`config.mk`:
```
export PLATFORM = sky130hd
export DESIGN_NAME = source_address_filter_with_stats
export DESIGN_NICKNAME = d
export VERILOG_FILES = /design/src/sasf_pkg.sv /design/src/sasf_ram.sv /design/src/sasf_front.sv /design/src/sasf_back.sv /design/src/source_address_filter_with_stats.sv
export SDC_FILE = /design/constraint.sdc
export NUM_CORES = 2
export LEC_CHECK = 0
export BUFFER_PORTS_ARGS = -buffer_cell sky130_fd_sc_hd__buf_2
export CORE_MARGIN = 2
export CORE_UTILIZATION = 45
export CTS_CLUSTER_SIZE = 12
export DETAILED_ROUTE_END_ITERATION = 16
export GPL_ROUTABILITY_DRIVEN = 0
export SLEW_MARGIN = 40
export SYNTH_ARGS = -nofsm -noshare
export SYNTH_HDL_FRONTEND = slang
export SYNTH_SLANG_ARGS = --single-unit
```
`constraint.sdc`:
```
create_clock -name clk -period 13.8 [get_ports clk]
set_input_delay 0.69 -clock clk [delete_from_list [all_inputs] [get_ports clk]]
set_output_delay 0.69 -clock clk [all_outputs]
set_load 0.03 [all_outputs]
```
`src/sasf_pkg.sv`:
```
`timescale 1ns / 1ps
`default_nettype none
// ----------------------------------------------------------------------------
// sasf_pkg: shared types and codes of the source address filter
// Command and status codes, field widths and the records that travel
// between the front queue, the back engine and the top level.
// ----------------------------------------------------------------------------
package sasf_pkg;

    localparam int CMD_W   = 3;
    localparam int ADDR_W  = 48;
    localparam int BYTES_W = 16;
    localparam int STAT_W  = 3;
    localparam int MSG_W   = 32;
    localparam int CNT_W   = 48;

    localparam logic [CMD_W-1:0] CMD_ADD    = 3'd0;
    localparam logic [CMD_W-1:0] CMD_REMOVE = 3'd1;
    localparam logic [CMD_W-1:0] CMD_RECV   = 3'd2;
    localparam logic [CMD_W-1:0] CMD_SENT   = 3'd3;
    localparam logic [CMD_W-1:0] CMD_TICK   = 3'd4;

    localparam logic [STAT_W-1:0] STAT_OK        = 3'd0;
    localparam logic [STAT_W-1:0] STAT_DUP       = 3'd1;
    localparam logic [STAT_W-1:0] STAT_NOT_FOUND = 3'd2;
    localparam logic [STAT_W-1:0] STAT_FULL      = 3'd3;
    localparam logic [STAT_W-1:0] STAT_DROPPED   = 3'd4;

    // One queued command, with its class worked out on entry.
    typedef struct packed {
        logic [CMD_W-1:0]   cmd;
        logic [ADDR_W-1:0]  addr;
        logic [BYTES_W-1:0] bytes;
        logic               needs_scan;
    } front_item_t;

    // One result beat.
    typedef struct packed {
        logic [STAT_W-1:0] status;
        logic [MSG_W-1:0]  round_number;
        logic [MSG_W-1:0]  period_msgs_sent;
        logic [CNT_W-1:0]  period_bytes_sent;
        logic [MSG_W-1:0]  all_msgs_sent;
        logic [CNT_W-1:0]  all_bytes_sent;
        logic [MSG_W-1:0]  period_msgs_received;
        logic [CNT_W-1:0]  period_bytes_received;
        logic [MSG_W-1:0]  all_msgs_received;
        logic [CNT_W-1:0]  all_bytes_received;
    } result_t;

endpackage

`default_nettype wire

```
`src/sasf_ram.sv`:
```
`timescale 1ns / 1ps
`default_nettype none
// ----------------------------------------------------------------------------
// sasf_ram: generic simple dual-port RAM
// One write port and one read port with registered read data.
// ----------------------------------------------------------------------------
module sasf_ram #(
    parameter int WIDTH = 48,
    parameter int DEPTH = 16
) (
    input  wire logic                                   clk,
    input  wire logic                                   we,
    input  wire logic [$clog2(DEPTH > 1 ? DEPTH : 2)-1:0] waddr,
    input  wire logic [WIDTH-1:0]                       wdata,
    input  wire logic [$clog2(DEPTH > 1 ? DEPTH : 2)-1:0] raddr,
    output logic      [WIDTH-1:0]                       rdata
);

    logic [WIDTH-1:0] mem_reg [DEPTH];

    always_ff @(posedge clk)
    begin
        if (we)
        begin
            mem_reg[waddr] <= wdata;
        end
        rdata <= mem_reg[raddr];
    end

endmodule

`default_nettype wire

```
`src/sasf_front.sv`:
```
`timescale 1ns / 1ps
`default_nettype none
// ----------------------------------------------------------------------------
// sasf_front: command intake and classification
// Takes command beats into a two-entry queue and marks the ones that need
// a table scan.
// ----------------------------------------------------------------------------
module sasf_front (
    input  wire logic                           clk,
    input  wire logic                           rst_n,
    input  wire logic                           push,
    output logic                                full,
    input  wire logic [sasf_pkg::CMD_W-1:0]     command,
    input  wire logic [sasf_pkg::ADDR_W-1:0]    source_addr,
    input  wire logic [sasf_pkg::BYTES_W-1:0]   byte_count,
    output logic                                q_vld,
    output sasf_pkg::front_item_t               q_item,
    input  wire logic                           q_pop
);
    import sasf_pkg::*;

    logic [1:0]  cnt_reg, cnt_next;
    logic        wr_ptr_reg, rd_ptr_reg;
    front_item_t slot_reg [2];
    front_item_t new_item;
    logic        accept;
    logic        take;

    always_comb
    begin
        new_item.cmd        = command;
        new_item.addr       = source_addr;
        new_item.bytes      = byte_count;
        new_item.needs_scan = command inside {CMD_ADD, CMD_REMOVE, CMD_RECV};
    end

    assign full   = (cnt_reg == 2'd2);
    assign q_vld  = (cnt_reg != 2'd0);
    assign q_item = slot_reg[rd_ptr_reg];
    assign accept = push && !full;
    assign take   = q_pop && q_vld;

    always_comb
    begin
        case ({accept, take})
            2'b10:   cnt_next = cnt_reg + 2'd1;
            2'b01:   cnt_next = cnt_reg - 2'd1;
            default: cnt_next = cnt_reg;
        endcase
    end

    always_ff @(posedge clk or negedge rst_n)
    begin
        if (!rst_n)
        begin
            cnt_reg    <= 2'd0;
            wr_ptr_reg <= 1'b0;
            rd_ptr_reg <= 1'b0;
        end
        else
        begin
            cnt_reg <= cnt_next;
            if (accept)
            begin
                wr_ptr_reg <= !wr_ptr_reg;
            end
            if (take)
            begin
                rd_ptr_reg <= !rd_ptr_reg;
            end
        end
    end

    always_ff @(posedge clk)
    begin
        if (accept)
        begin
            slot_reg[wr_ptr_reg] <= new_item;
        end
    end

endmodule

`default_nettype wire

```
`src/sasf_back.sv`:
```
`timescale 1ns / 1ps
`default_nettype none
// ----------------------------------------------------------------------------
// sasf_back: table scan, counters and result register
// Carries out one queued command at a time: scans the address table for
// table commands, updates the table and counters, and loads the result.
// ----------------------------------------------------------------------------
module sasf_back #(
    parameter int TABLE_ENTRIES = 16
) (
    input  wire logic                  clk,
    input  wire logic                  rst_n,
    input  wire logic                  q_vld,
    input  wire sasf_pkg::front_item_t q_item,
    output logic                       q_pop,
    output logic                       empty,
    input  wire logic                  pop,
    output sasf_pkg::result_t          result
);
    import sasf_pkg::*;

    localparam int IW = (TABLE_ENTRIES > 1) ? $clog2(TABLE_ENTRIES) : 1;
    localparam int CW = $clog2(TABLE_ENTRIES + 1);
    localparam logic [CW-1:0] LAST = CW'(TABLE_ENTRIES);

    localparam logic [1:0] S_IDLE = 2'd0;
    localparam logic [1:0] S_SCAN = 2'd1;
    localparam logic [1:0] S_DONE = 2'd2;

    logic [1:0]               state_reg, state_next;
    front_item_t              item_reg, item_next;
    logic [CW-1:0]            idx_reg, idx_next;
    logic                     cmp_vld_reg, cmp_vld_next;
    logic [IW-1:0]            cmp_idx_reg, cmp_idx_next;
    logic                     hit_reg, hit_next;
    logic [IW-1:0]            hit_idx_reg, hit_idx_next;
    logic                     free_found_reg, free_found_next;
    logic [IW-1:0]            free_idx_reg, free_idx_next;
    logic [TABLE_ENTRIES-1:0] valid_reg, valid_next;

    logic [MSG_W-1:0] round_reg, round_next;
    logic [MSG_W-1:0] sent_msgs_per_reg, sent_msgs_per_next;
    logic [CNT_W-1:0] sent_bytes_per_reg, sent_bytes_per_next;
    logic [MSG_W-1:0] sent_msgs_all_reg, sent_msgs_all_next;
    logic [CNT_W-1:0] sent_bytes_all_reg, sent_bytes_all_next;
    logic [MSG_W-1:0] recv_msgs_per_reg, recv_msgs_per_next;
    logic [CNT_W-1:0] recv_bytes_per_reg, recv_bytes_per_next;
    logic [MSG_W-1:0] recv_msgs_all_reg, recv_msgs_all_next;
    logic [CNT_W-1:0] recv_bytes_all_reg, recv_bytes_all_next;

    logic             out_vld_reg, out_vld_next;
    result_t          res_reg, res_next;

    logic             ram_we;
    logic [IW-1:0]    ram_raddr;
    logic [ADDR_W-1:0] ram_rdata;
    logic             slot_free;
    logic [CNT_W-1:0] bytes_ext;

    sasf_ram #(
        .WIDTH (ADDR_W),
        .DEPTH (TABLE_ENTRIES)
    ) u_table (
        .clk   (clk),
        .we    (ram_we),
        .waddr (free_idx_reg),
        .wdata (item_reg.addr),
        .raddr (ram_raddr),
        .rdata (ram_rdata)
    );

    assign ram_raddr = idx_reg[IW-1:0];
    assign slot_free = !out_vld_reg || pop;
    assign bytes_ext = {{(CNT_W - BYTES_W){1'b0}}, item_reg.bytes};
    assign empty     = !out_vld_reg;
    assign result    = res_reg;

    always_comb
    begin
        state_next          = state_reg;
        item_next           = item_reg;
        idx_next            = idx_reg;
        cmp_vld_next        = 1'b0;
        cmp_idx_next        = cmp_idx_reg;
        hit_next            = hit_reg;
        hit_idx_next        = hit_idx_reg;
        free_found_next     = free_found_reg;
        free_idx_next       = free_idx_reg;
        valid_next          = valid_reg;
        round_next          = round_reg;
        sent_msgs_per_next  = sent_msgs_per_reg;
        sent_bytes_per_next = sent_bytes_per_reg;
        sent_msgs_all_next  = sent_msgs_all_reg;
        sent_bytes_all_next = sent_bytes_all_reg;
        recv_msgs_per_next  = recv_msgs_per_reg;
        recv_bytes_per_next = recv_bytes_per_reg;
        recv_msgs_all_next  = recv_msgs_all_reg;
        recv_bytes_all_next = recv_bytes_all_reg;
        out_vld_next        = out_vld_reg;
        res_next            = res_reg;
        q_pop               = 1'b0;
        ram_we              = 1'b0;

        if (pop && out_vld_reg)
        begin
            out_vld_next = 1'b0;
        end

        case (state_reg)
            S_IDLE:
            begin
                if (q_vld)
                begin
                    q_pop           = 1'b1;
                    item_next       = q_item;
                    idx_next        = '0;
                    hit_next        = 1'b0;
                    free_found_next = 1'b0;
                    state_next      = q_item.needs_scan ? S_SCAN : S_DONE;
                end
            end
            S_SCAN:
            begin
                // Addresses are issued one per cycle; the read data of an
                // entry arrives in the cycle after its address.
                if (idx_reg != LAST)
                begin
                    idx_next     = idx_reg + CW'(1);
                    cmp_vld_next = 1'b1;
                    cmp_idx_next = idx_reg[IW-1:0];
                    if (!valid_reg[idx_reg[IW-1:0]] && !free_found_reg)
                    begin
                        free_found_next = 1'b1;
                        free_idx_next   = idx_reg[IW-1:0];
                    end
                end
                if (cmp_vld_reg && !hit_reg && valid_reg[cmp_idx_reg]
                    && (ram_rdata == item_reg.addr))
                begin
                    hit_next     = 1'b1;
                    hit_idx_next = cmp_idx_reg;
                end
                if ((idx_reg == LAST) && !cmp_vld_reg)
                begin
                    state_next = S_DONE;
                end
            end
            S_DONE:
            begin
                if (slot_free)
                begin
                    res_next        = '0;
                    res_next.status = STAT_OK;
                    case (item_reg.cmd)
                        CMD_ADD:
                        begin
                            if (hit_reg)
                            begin
                                res_next.status = STAT_DUP;
                            end
                            else if (free_found_reg)
                            begin
                                ram_we                   = 1'b1;
                                valid_next[free_idx_reg] = 1'b1;
                            end
                            else
                            begin
                                res_next.status = STAT_FULL;
                            end
                        end
                        CMD_REMOVE:
                        begin
                            if (hit_reg)
                            begin
                                valid_next[hit_idx_reg] = 1'b0;
                            end
                            else
                            begin
                                res_next.status = STAT_NOT_FOUND;
                            end
                        end
                        CMD_RECV:
                        begin
                            if (hit_reg)
                            begin
                                res_next.status = STAT_DROPPED;
                            end
                            else
                            begin
                                recv_msgs_per_next  = recv_msgs_per_reg + MSG_W'(1);
                                recv_msgs_all_next  = recv_msgs_all_reg + MSG_W'(1);
                                recv_bytes_per_next = recv_bytes_per_reg + bytes_ext;
                                recv_bytes_all_next = recv_bytes_all_reg + bytes_ext;
                            end
                        end
                        CMD_SENT:
                        begin
                            sent_msgs_per_next  = sent_msgs_per_reg + MSG_W'(1);
                            sent_msgs_all_next  = sent_msgs_all_reg + MSG_W'(1);
                            sent_bytes_per_next = sent_bytes_per_reg + bytes_ext;
                            sent_bytes_all_next = sent_bytes_all_reg + bytes_ext;
                        end
                        CMD_TICK:
                        begin
                            round_next                     = round_reg + MSG_W'(1);
                            res_next.round_number          = round_reg + MSG_W'(1);
                            res_next.period_msgs_sent      = sent_msgs_per_reg;
                            res_next.period_bytes_sent     = sent_bytes_per_reg;
                            res_next.all_msgs_sent         = sent_msgs_all_reg;
                            res_next.all_bytes_sent        = sent_bytes_all_reg;
                            res_next.period_msgs_received  = recv_msgs_per_reg;
                            res_next.period_bytes_received = recv_bytes_per_reg;
                            res_next.all_msgs_received     = recv_msgs_all_reg;
                            res_next.all_bytes_received    = recv_bytes_all_reg;
                            sent_msgs_per_next             = '0;
                            sent_bytes_per_next            = '0;
                            recv_msgs_per_next             = '0;
                            recv_bytes_per_next            = '0;
                        end
                        default:
                        begin
                            res_next.status = STAT_OK;
                        end
                    endcase
                    out_vld_next = 1'b1;
                    state_next   = S_IDLE;
                end
            end
            default:
            begin
                state_next = S_IDLE;
            end
        endcase
    end

    always_ff @(posedge clk or negedge rst_n)
    begin
        if (!rst_n)
        begin
            state_reg          <= S_IDLE;
            cmp_vld_reg        <= 1'b0;
            valid_reg          <= '0;
            out_vld_reg        <= 1'b0;
            round_reg          <= '0;
            sent_msgs_per_reg  <= '0;
            sent_bytes_per_reg <= '0;
            sent_msgs_all_reg  <= '0;
            sent_bytes_all_reg <= '0;
            recv_msgs_per_reg  <= '0;
            recv_bytes_per_reg <= '0;
            recv_msgs_all_reg  <= '0;
            recv_bytes_all_reg <= '0;
        end
        else
        begin
            state_reg          <= state_next;
            cmp_vld_reg        <= cmp_vld_next;
            valid_reg          <= valid_next;
            out_vld_reg        <= out_vld_next;
            round_reg          <= round_next;
            sent_msgs_per_reg  <= sent_msgs_per_next;
            sent_bytes_per_reg <= sent_bytes_per_next;
            sent_msgs_all_reg  <= sent_msgs_all_next;
            sent_bytes_all_reg <= sent_bytes_all_next;
            recv_msgs_per_reg  <= recv_msgs_per_next;
            recv_bytes_per_reg <= recv_bytes_per_next;
            recv_msgs_all_reg  <= recv_msgs_all_next;
            recv_bytes_all_reg <= recv_bytes_all_next;
        end
    end

    always_ff @(posedge clk)
    begin
        item_reg       <= item_next;
        idx_reg        <= idx_next;
        cmp_idx_reg    <= cmp_idx_next;
        hit_reg        <= hit_next;
        hit_idx_reg    <= hit_idx_next;
        free_found_reg <= free_found_next;
        free_idx_reg   <= free_idx_next;
        res_reg        <= res_next;
    end

endmodule

`default_nettype wire

```
`src/source_address_filter_with_stats.sv`:
```
`timescale 1ns / 1ps
`default_nettype none
// ----------------------------------------------------------------------------
// source_address_filter_with_stats: ignored source address table and counters
// Filters received frames against a table of ignored 48-bit source
// addresses and keeps sent and received traffic counters.
// ----------------------------------------------------------------------------
// Each command beat pushed in gives exactly one result beat, in order. Beats
// enter a two-entry queue, so the block keeps taking commands while the back
// end works and while a finished result waits in the result register. The
// back end runs one command at a time. Add, remove and received-frame
// commands scan the whole address table through the single read port of the
// table memory, one entry per cycle. The back end takes such a command from
// the queue, issues the reads, waits for the last read data, which returns
// from the registered read port, closes the scan and loads the result, which
// shows on the result ports at the following edge. Sent-frame, log-tick and
// unknown commands touch only the counters; the back end takes them from the
// queue and then loads the result, with no scan. A result that is not
// popped holds the back end before it loads the next result. Every valid
// entry is checked on an add, so duplicates are always reported; a new
// address goes into the lowest free entry. All counters wrap at their width.
// ----------------------------------------------------------------------------
module source_address_filter_with_stats #(
    parameter int TABLE_ENTRIES = 16
) (
    input  wire logic                          clk,
    input  wire logic                          rst_n,
    input  wire logic                          push,
    output logic                               full,
    input  wire logic [sasf_pkg::CMD_W-1:0]    command,
    input  wire logic [sasf_pkg::ADDR_W-1:0]   source_addr,
    input  wire logic [sasf_pkg::BYTES_W-1:0]  byte_count,
    output logic                               empty,
    input  wire logic                          pop,
    output logic [sasf_pkg::STAT_W-1:0]        status,
    output logic [sasf_pkg::MSG_W-1:0]         round_number,
    output logic [sasf_pkg::MSG_W-1:0]         period_msgs_sent,
    output logic [sasf_pkg::CNT_W-1:0]         period_bytes_sent,
    output logic [sasf_pkg::MSG_W-1:0]         all_msgs_sent,
    output logic [sasf_pkg::CNT_W-1:0]         all_bytes_sent,
    output logic [sasf_pkg::MSG_W-1:0]         period_msgs_received,
    output logic [sasf_pkg::CNT_W-1:0]         period_bytes_received,
    output logic [sasf_pkg::MSG_W-1:0]         all_msgs_received,
    output logic [sasf_pkg::CNT_W-1:0]         all_bytes_received
);
    import sasf_pkg::*;

    // Handoff between the intake queue and the back end.
    logic        q_vld;
    logic        q_pop;
    front_item_t q_item;
    result_t     result;

    // The front end classifies each command as it is queued, so the back
    // end knows at once whether a table scan is needed.
    sasf_front u_front (
        .clk         (clk),
        .rst_n       (rst_n),
        .push        (push),
        .full        (full),
        .command     (command),
        .source_addr (source_addr),
        .byte_count  (byte_count),
        .q_vld       (q_vld),
        .q_item      (q_item),
        .q_pop       (q_pop)
    );

    // The back end owns the table, the valid bits, the counters and the
    // result register that feeds the result ports.
    sasf_back #(
        .TABLE_ENTRIES (TABLE_ENTRIES)
    ) u_back (
        .clk    (clk),
        .rst_n  (rst_n),
        .q_vld  (q_vld),
        .q_item (q_item),
        .q_pop  (q_pop),
        .empty  (empty),
        .pop    (pop),
        .result (result)
    );

    // Counter fields are zero on every result beat other than a log tick.
    assign status                = result.status;
    assign round_number          = result.round_number;
    assign period_msgs_sent      = result.period_msgs_sent;
    assign period_bytes_sent     = result.period_bytes_sent;
    assign all_msgs_sent         = result.all_msgs_sent;
    assign all_bytes_sent        = result.all_bytes_sent;
    assign period_msgs_received  = result.period_msgs_received;
    assign period_bytes_received = result.period_bytes_received;
    assign all_msgs_received     = result.all_msgs_received;
    assign all_bytes_received    = result.all_bytes_received;

endmodule

`default_nettype wire
```
# == After elaboration in Yosys (flattened, before gate mapping) ==
# Memory sizes are Yosys's and may differ from the RTL's. A register that Yosys moved wholly into a read port is not among the register bits.
# Cells that the tools add are included.
# totals
mem_bits_rw,904
elab_cells,181
register_bits,817
mem_count,2
# classes
magnitude_cmp,6
n_eq_ne,24
mux,54
n_reduce_logical,44
bitwise,4
add_sub_neg,12
# memory_table
name,depth,width,read_ports,rd_clocked_by_memory_dff,wr,line_no,text
u_back.u_table.mem_reg,16,48,1,1,1,sasf_ram.sv:19,logic [WIDTH-1:0] mem_reg [DEPTH];
u_front.slot_reg,2,68,1,0,1,sasf_front.sv:24,front_item_t slot_reg [2];
# ops
op,count
$add A48 B16 Y48,4
$pmux W48 S2,2
$add A32 B1 Y32 const B,5
$pmux W32 S2,2
$eq A48 B48 Y1,1
$mux W16,3
$mux W48,1
$mux W32,1
$pmux W16 S2,1
$mux W1,24
$reduce_and A3 Y1,7
$lt A4 B5 Y1 const B,4
$and A16 B16 Y16,1
$not A16 Y16,1
$or A16 B16 Y16,1
$ne A2 B1 Y1 const B,7
$mux W2,6
$reduce_and A4 Y1,3
$reduce_bool A2 Y1,6
$logic_and A1 B1 Y1,10
$mux W5,2
$pmux W5 S2,1
$eq A3 B2 Y1 const B,3
$pmux W3 S3,1
other kinds (25),47

# == Logic depth before layout (Yosys ltp) ==
# logic_depth
word_depth,8
depth_mapped,11
mapped_depth_nobuf,10

# == Cells and area by module ==
# Synthesis repeated with hierarchy kept, for this count alone.
# hier_totals
cells_unflattened,4524
hier_area_um2,71573.6
# modules_own_cells
mod,instances,area_per_inst_um2,cells_each
sasf_back,1,36729.0,3051
sasf_ram,1,29691.0,1242
sasf_front,1,5153.7,231

# == Worst setup path before layout ==
# Ideal clock, no wire load.
# synth_timing
kind,in2reg
from,input pop
to,memory u_back.u_table.mem_reg[0][0] (enable)
setup_time_ns,0.515
cell_stages,7
path_buffers,0
arrival_ns,12.309
path_slack_ns,0.976
cell_sequence,nand2b_1 -> nand3_1 -> inv_1 -> and4b_1 -> nor2b_1 -> nand2b_1 -> nor3_1
# synth_via
elab_chain_len,5
# synth_lines
item,line_no,text
from (decl),source_address_filter_with_stats.sv:34,"input wire logic pop,"
$logic_or A1 B1 Y1,sasf_back.sv:73,assign slot_free = !out_vld_reg || pop;
$mux W1,sasf_back.sv:150,if (slot_free)
$mux W1,sasf_back.sv:109,case (state_reg)
$mux W1,sasf_ram.sv:23,if (we)
$mux W1 (implied by the code),sasf_ram.sv:25,mem_reg[waddr] <= wdata;
to (decl),sasf_ram.sv:19,
# No other way between the ends.

# == Worst setup path after layout ==
# layout_timing
from,register u_back.state_reg[0]
to,memory u_back.u_table.mem_reg[5][45] (enable)
# layout_via
elab_chain_len,4
# layout_lines
item,line_no,text
from (decl),sasf_back.sv:30,"logic [1:0] state_reg, state_next;"
from (signal assigned),sasf_back.sv:256,state_reg <= state_next;
$eq A2 B2 Y1,sasf_back.sv:109,
$mux W1,sasf_back.sv:109,
$mux W1,sasf_ram.sv:23,
$mux W1 (implied by the code),sasf_ram.sv:25,
# No other way between the ends.

==> impl_metrics.toml <==
[setup_path]
worst-path-buf-inv = 3
critPathCaptureType = "flop"
worstSetupPathType = "flop to flop"
startpoint_type = "flop"
required_ns = 14.21
crit_fanout = 120
path_cells = "inv_1, nand3_1, clkinv_8, and4b_1, nand3b_1, nor2_4, buf_4"
crit_slowest_cell = "nor2_4"
crit_family = "simple AND/OR/NAND/NOR gates"
cp.depth = 7
max_stage_delay_ns = 0.72
ff2ff_path_depth = 7
arrival_ns = 4.28

[synthesis]
yosys-top-cells-count = "edfxtp_1 (1345), dfrtp_1 (376), and2_1 (318)"
synth_edf_count = 1345
ys_seq_elements = 1769
synth_warnings = 0
synthTopCellsByArea = "edfxtp_1 (56%), dfrtp_1 (13%), mux4_2 (7.9%), and2_1 (2.8%), xnor2_1 (2.8%)"
synth_top_area_share_pct = 56.43
yosys.area.top_type = "edfxtp_1"
seq_area_frac_synth_pct = 70.92
netlist-cell-type-count = 80
syn-num-nets = 4611
yosysMostFrequentCell = "edfxtp_1"
syn-cell-area_sq_um = 71580
syn_inst = 4464
async_flop_share_pct = 21.25
syn_area_per_cell_sq_um = 16.03
synth_ff_type = "edfxtp_1"

[floorplan]
row_count = 146
core_sq_um = 158200
initial_core_util_pct = 45.25
io_pins = 428
die-height_um = 402.8
dieWidth_um = 402.8
die_area_sq_um = 162300

[grt]
grt_pass1_wl_um = 251800
grt_max_degree = 121
first_global_vias = 39170
overflow = 0
grt_usage_pct = 20.60
antenna_found_initial = 12

[sta]
fin_crit_sh_pct = 28.02
worst_pin_slew_ns = 0.8465
maxSlewViolCount = 0
rsz0062_at_grt = "no"
hold_viol = 0
clock.fmax_mhz = 258.6
fin_tns_setup_ns = 0
skew_ns = 0.04496
finalSetupViolCount = 0
max-slew-margin-rel_pct = 43.56
period_minus_slack_ns = 3.867

[power]
irDropWorstVdd_uv = 132.5
p_sw_share_pct = 34.12
p_leak_nw = 29.83
internal_power_w = 0.01170
power_switching_w = 0.006059
power_frac_comb_pct = 28.8
seqPwrFrac_pct = 44.4
power_frac_clock_pct = 26.8
p_per_area_nw_per_um2 = 215.2

[placed_design]
dp_cells = 6873
detailed_place_hpwl_um = 107300
port_buffers = 427
placed_area_sq_um = 76710

[run_status]
status = "finished, final reports clean"

[drt]
routed_via_density = 5.475
drt_first_pass_iters = 5
wl_per_cell_um = 23.24
drtIter0Drc = 3334
ant_nets = 0
wl_um = 167800
route.detailed.drc = 0
num_vias = 39530

[worst_hold_path]
hold_path_class = "input port to flop"
hold_path_depth = 1

[layout]
stdcell_count = 7220
fill_cells = 12970
area_growth_syn_to_layout_pct = 15.30
regArea_sq_um = 50760
design_area_sq_um = 82530
largest_reg_flops = 768
fin_nets = 5135
post-route-util_pct = 52.17
drive_gt1_share_pct = 21.76
multiInputGateArea_sq_um = 20180

[clocking]
tritoncts = "yes"
cts_resized = 0
insertion_delay_ns = 0.82
cts_made_buffers = 183
cts.sink_count = 1769
ctsRootBufferMaster = "clkbuf_16"
clockBufferDepth = 3
htreeDepth = 4
clkTransAtPathRegs_ns = 0.06

[job]
maxCapViolCount = 0
-- kinds of logic (layout without fill, tap and decap cells) --
| group | count (synthesis) | count (layout) | share of synthesized area [%] |
|---|---|---|---|
| AOI/OAI and AO/OA | 357 | 357 | 3.171 |
| xor gates and xnor gates | 380 | 380 | 4.650 |
| adders and majority gates | 76 | 76 | 1.370 |
| buffers and inverters | 219 | 898 | 1.164 |
| DFF | 1769 | 1769 | 70.92 |
| muxes | 325 | 325 | 9.032 |
| other | 0 | 5 | 0 |
| and+or+nand+nor | 1338 | 1338 | 9.697 |
-- layer usage --
metal	share of wire (%)	GRT usage [%]	routed length, um	vias to the layer above
li1	-	-	-	17910
met1	44	29.82	74360	20210
met2	46	31.68	77660	1169
met3	6.5	3.838	10850	233
met4	2.9	6.643	4901	6
met5	0.026	0	43	-
-- worst paths after layout --
path	start	end	slack [ns]
max	u_back.state_reg[0]	u_back.u_table.mem_reg[5][45]	9.93
min	source_addr[42]	u_front.slot_reg[0][59]	0.06
max reg2reg	u_back.state_reg[0]	u_back.u_table.mem_reg[5][45]	9.93
min reg2reg	u_back.recv_msgs_all_reg[31]	u_back.recv_msgs_all_reg[31]	0.47
max in group asynchronous	rst_n	u_back.recv_bytes_per_reg[8]	11.98
min in group asynchronous	rst_n	u_back.round_reg[25]	0.39
-- repair_timing --
| item | 4_1_cts | 5_1_grt |
|---|---|---|
| endpoints found under the hold margin | 54 | 0 |
| setup buffers | 0 | 0 |
| hold buffers | 2 | 0 |
-- stage by stage --
stage | hold WS (ns) | setup WS, ns | power (W)
after detailed placement | 0.4618 | 9.233 | 0.01314
after CTS | 0.0006253 | 9.614 | 0.01793
after global routing | 0.02707 | 9.661 | 0.01859
final | 0.06474 | 9.933 | 0.01776
after floorplan | 0.3944 | 0.9758 | 0.01136
after global placement | 0.4509 | 9.350 | 0.01304
-- worst reg2reg max path, cell delays in order, from the launching register on --
cell	delay, ns
dfrtp_1	0.45
inv_1	0.13
nand3_1	0.31
clkinv_8	0.51
and4b_1	0.37
nand3b_1	0.31
nor2_4	0.72
buf_4	0.64
-- cells in the final DEF (no fill, tap or decap), types with 32 or more instances in the layout --
cell / instances
buf_2: 426
ha_1: 72
dfxtp_1: 48
nand3_1: 131
inv_1: 51
clkbuf_16: 187
clkbuf_1: 76
nand2_1: 271
nor2_1: 247
o21ai_0: 109
and3_1: 50
dfrtp_1: 375
a21oi_1: 97
nor4_1: 32
nand4_1: 72
xnor2_1: 225
buf_4: 46
or3_1: 40
edfxtp_1: 1345
mux4_2: 250
nor3_1: 54
mux2_2: 67
xor2_1: 155
and2_1: 318
-- power groups by stage --
stage	Sequential [W]	Clock (W)	Combinational, W
4_1_cts	0.00790	0.00486	0.00517
2_1_floorplan	0.00848	0	0.00288
5_1_grt	0.00799	0.00508	0.00552
6_report	0.00789	0.00476	0.00511
3_3_place_gp	0.00798	0	0.00506
3_5_place_dp	0.00800	0	0.00515
-- final cells by class --
type / count / share of cell area [%]
sequential: 1769 / 61.51
multi-input combinational: 2476 / 24.46
clock buffer: 277 / 6.249
timing repair buffer: 505 / 3.620
tap: 2072 / 3.141
clock inverter: 63 / 0.7474
inverter: 53 / 0.2593
antenna: 5 / 0.01516
Note: power is estimated with default switching activity, not from simulation.
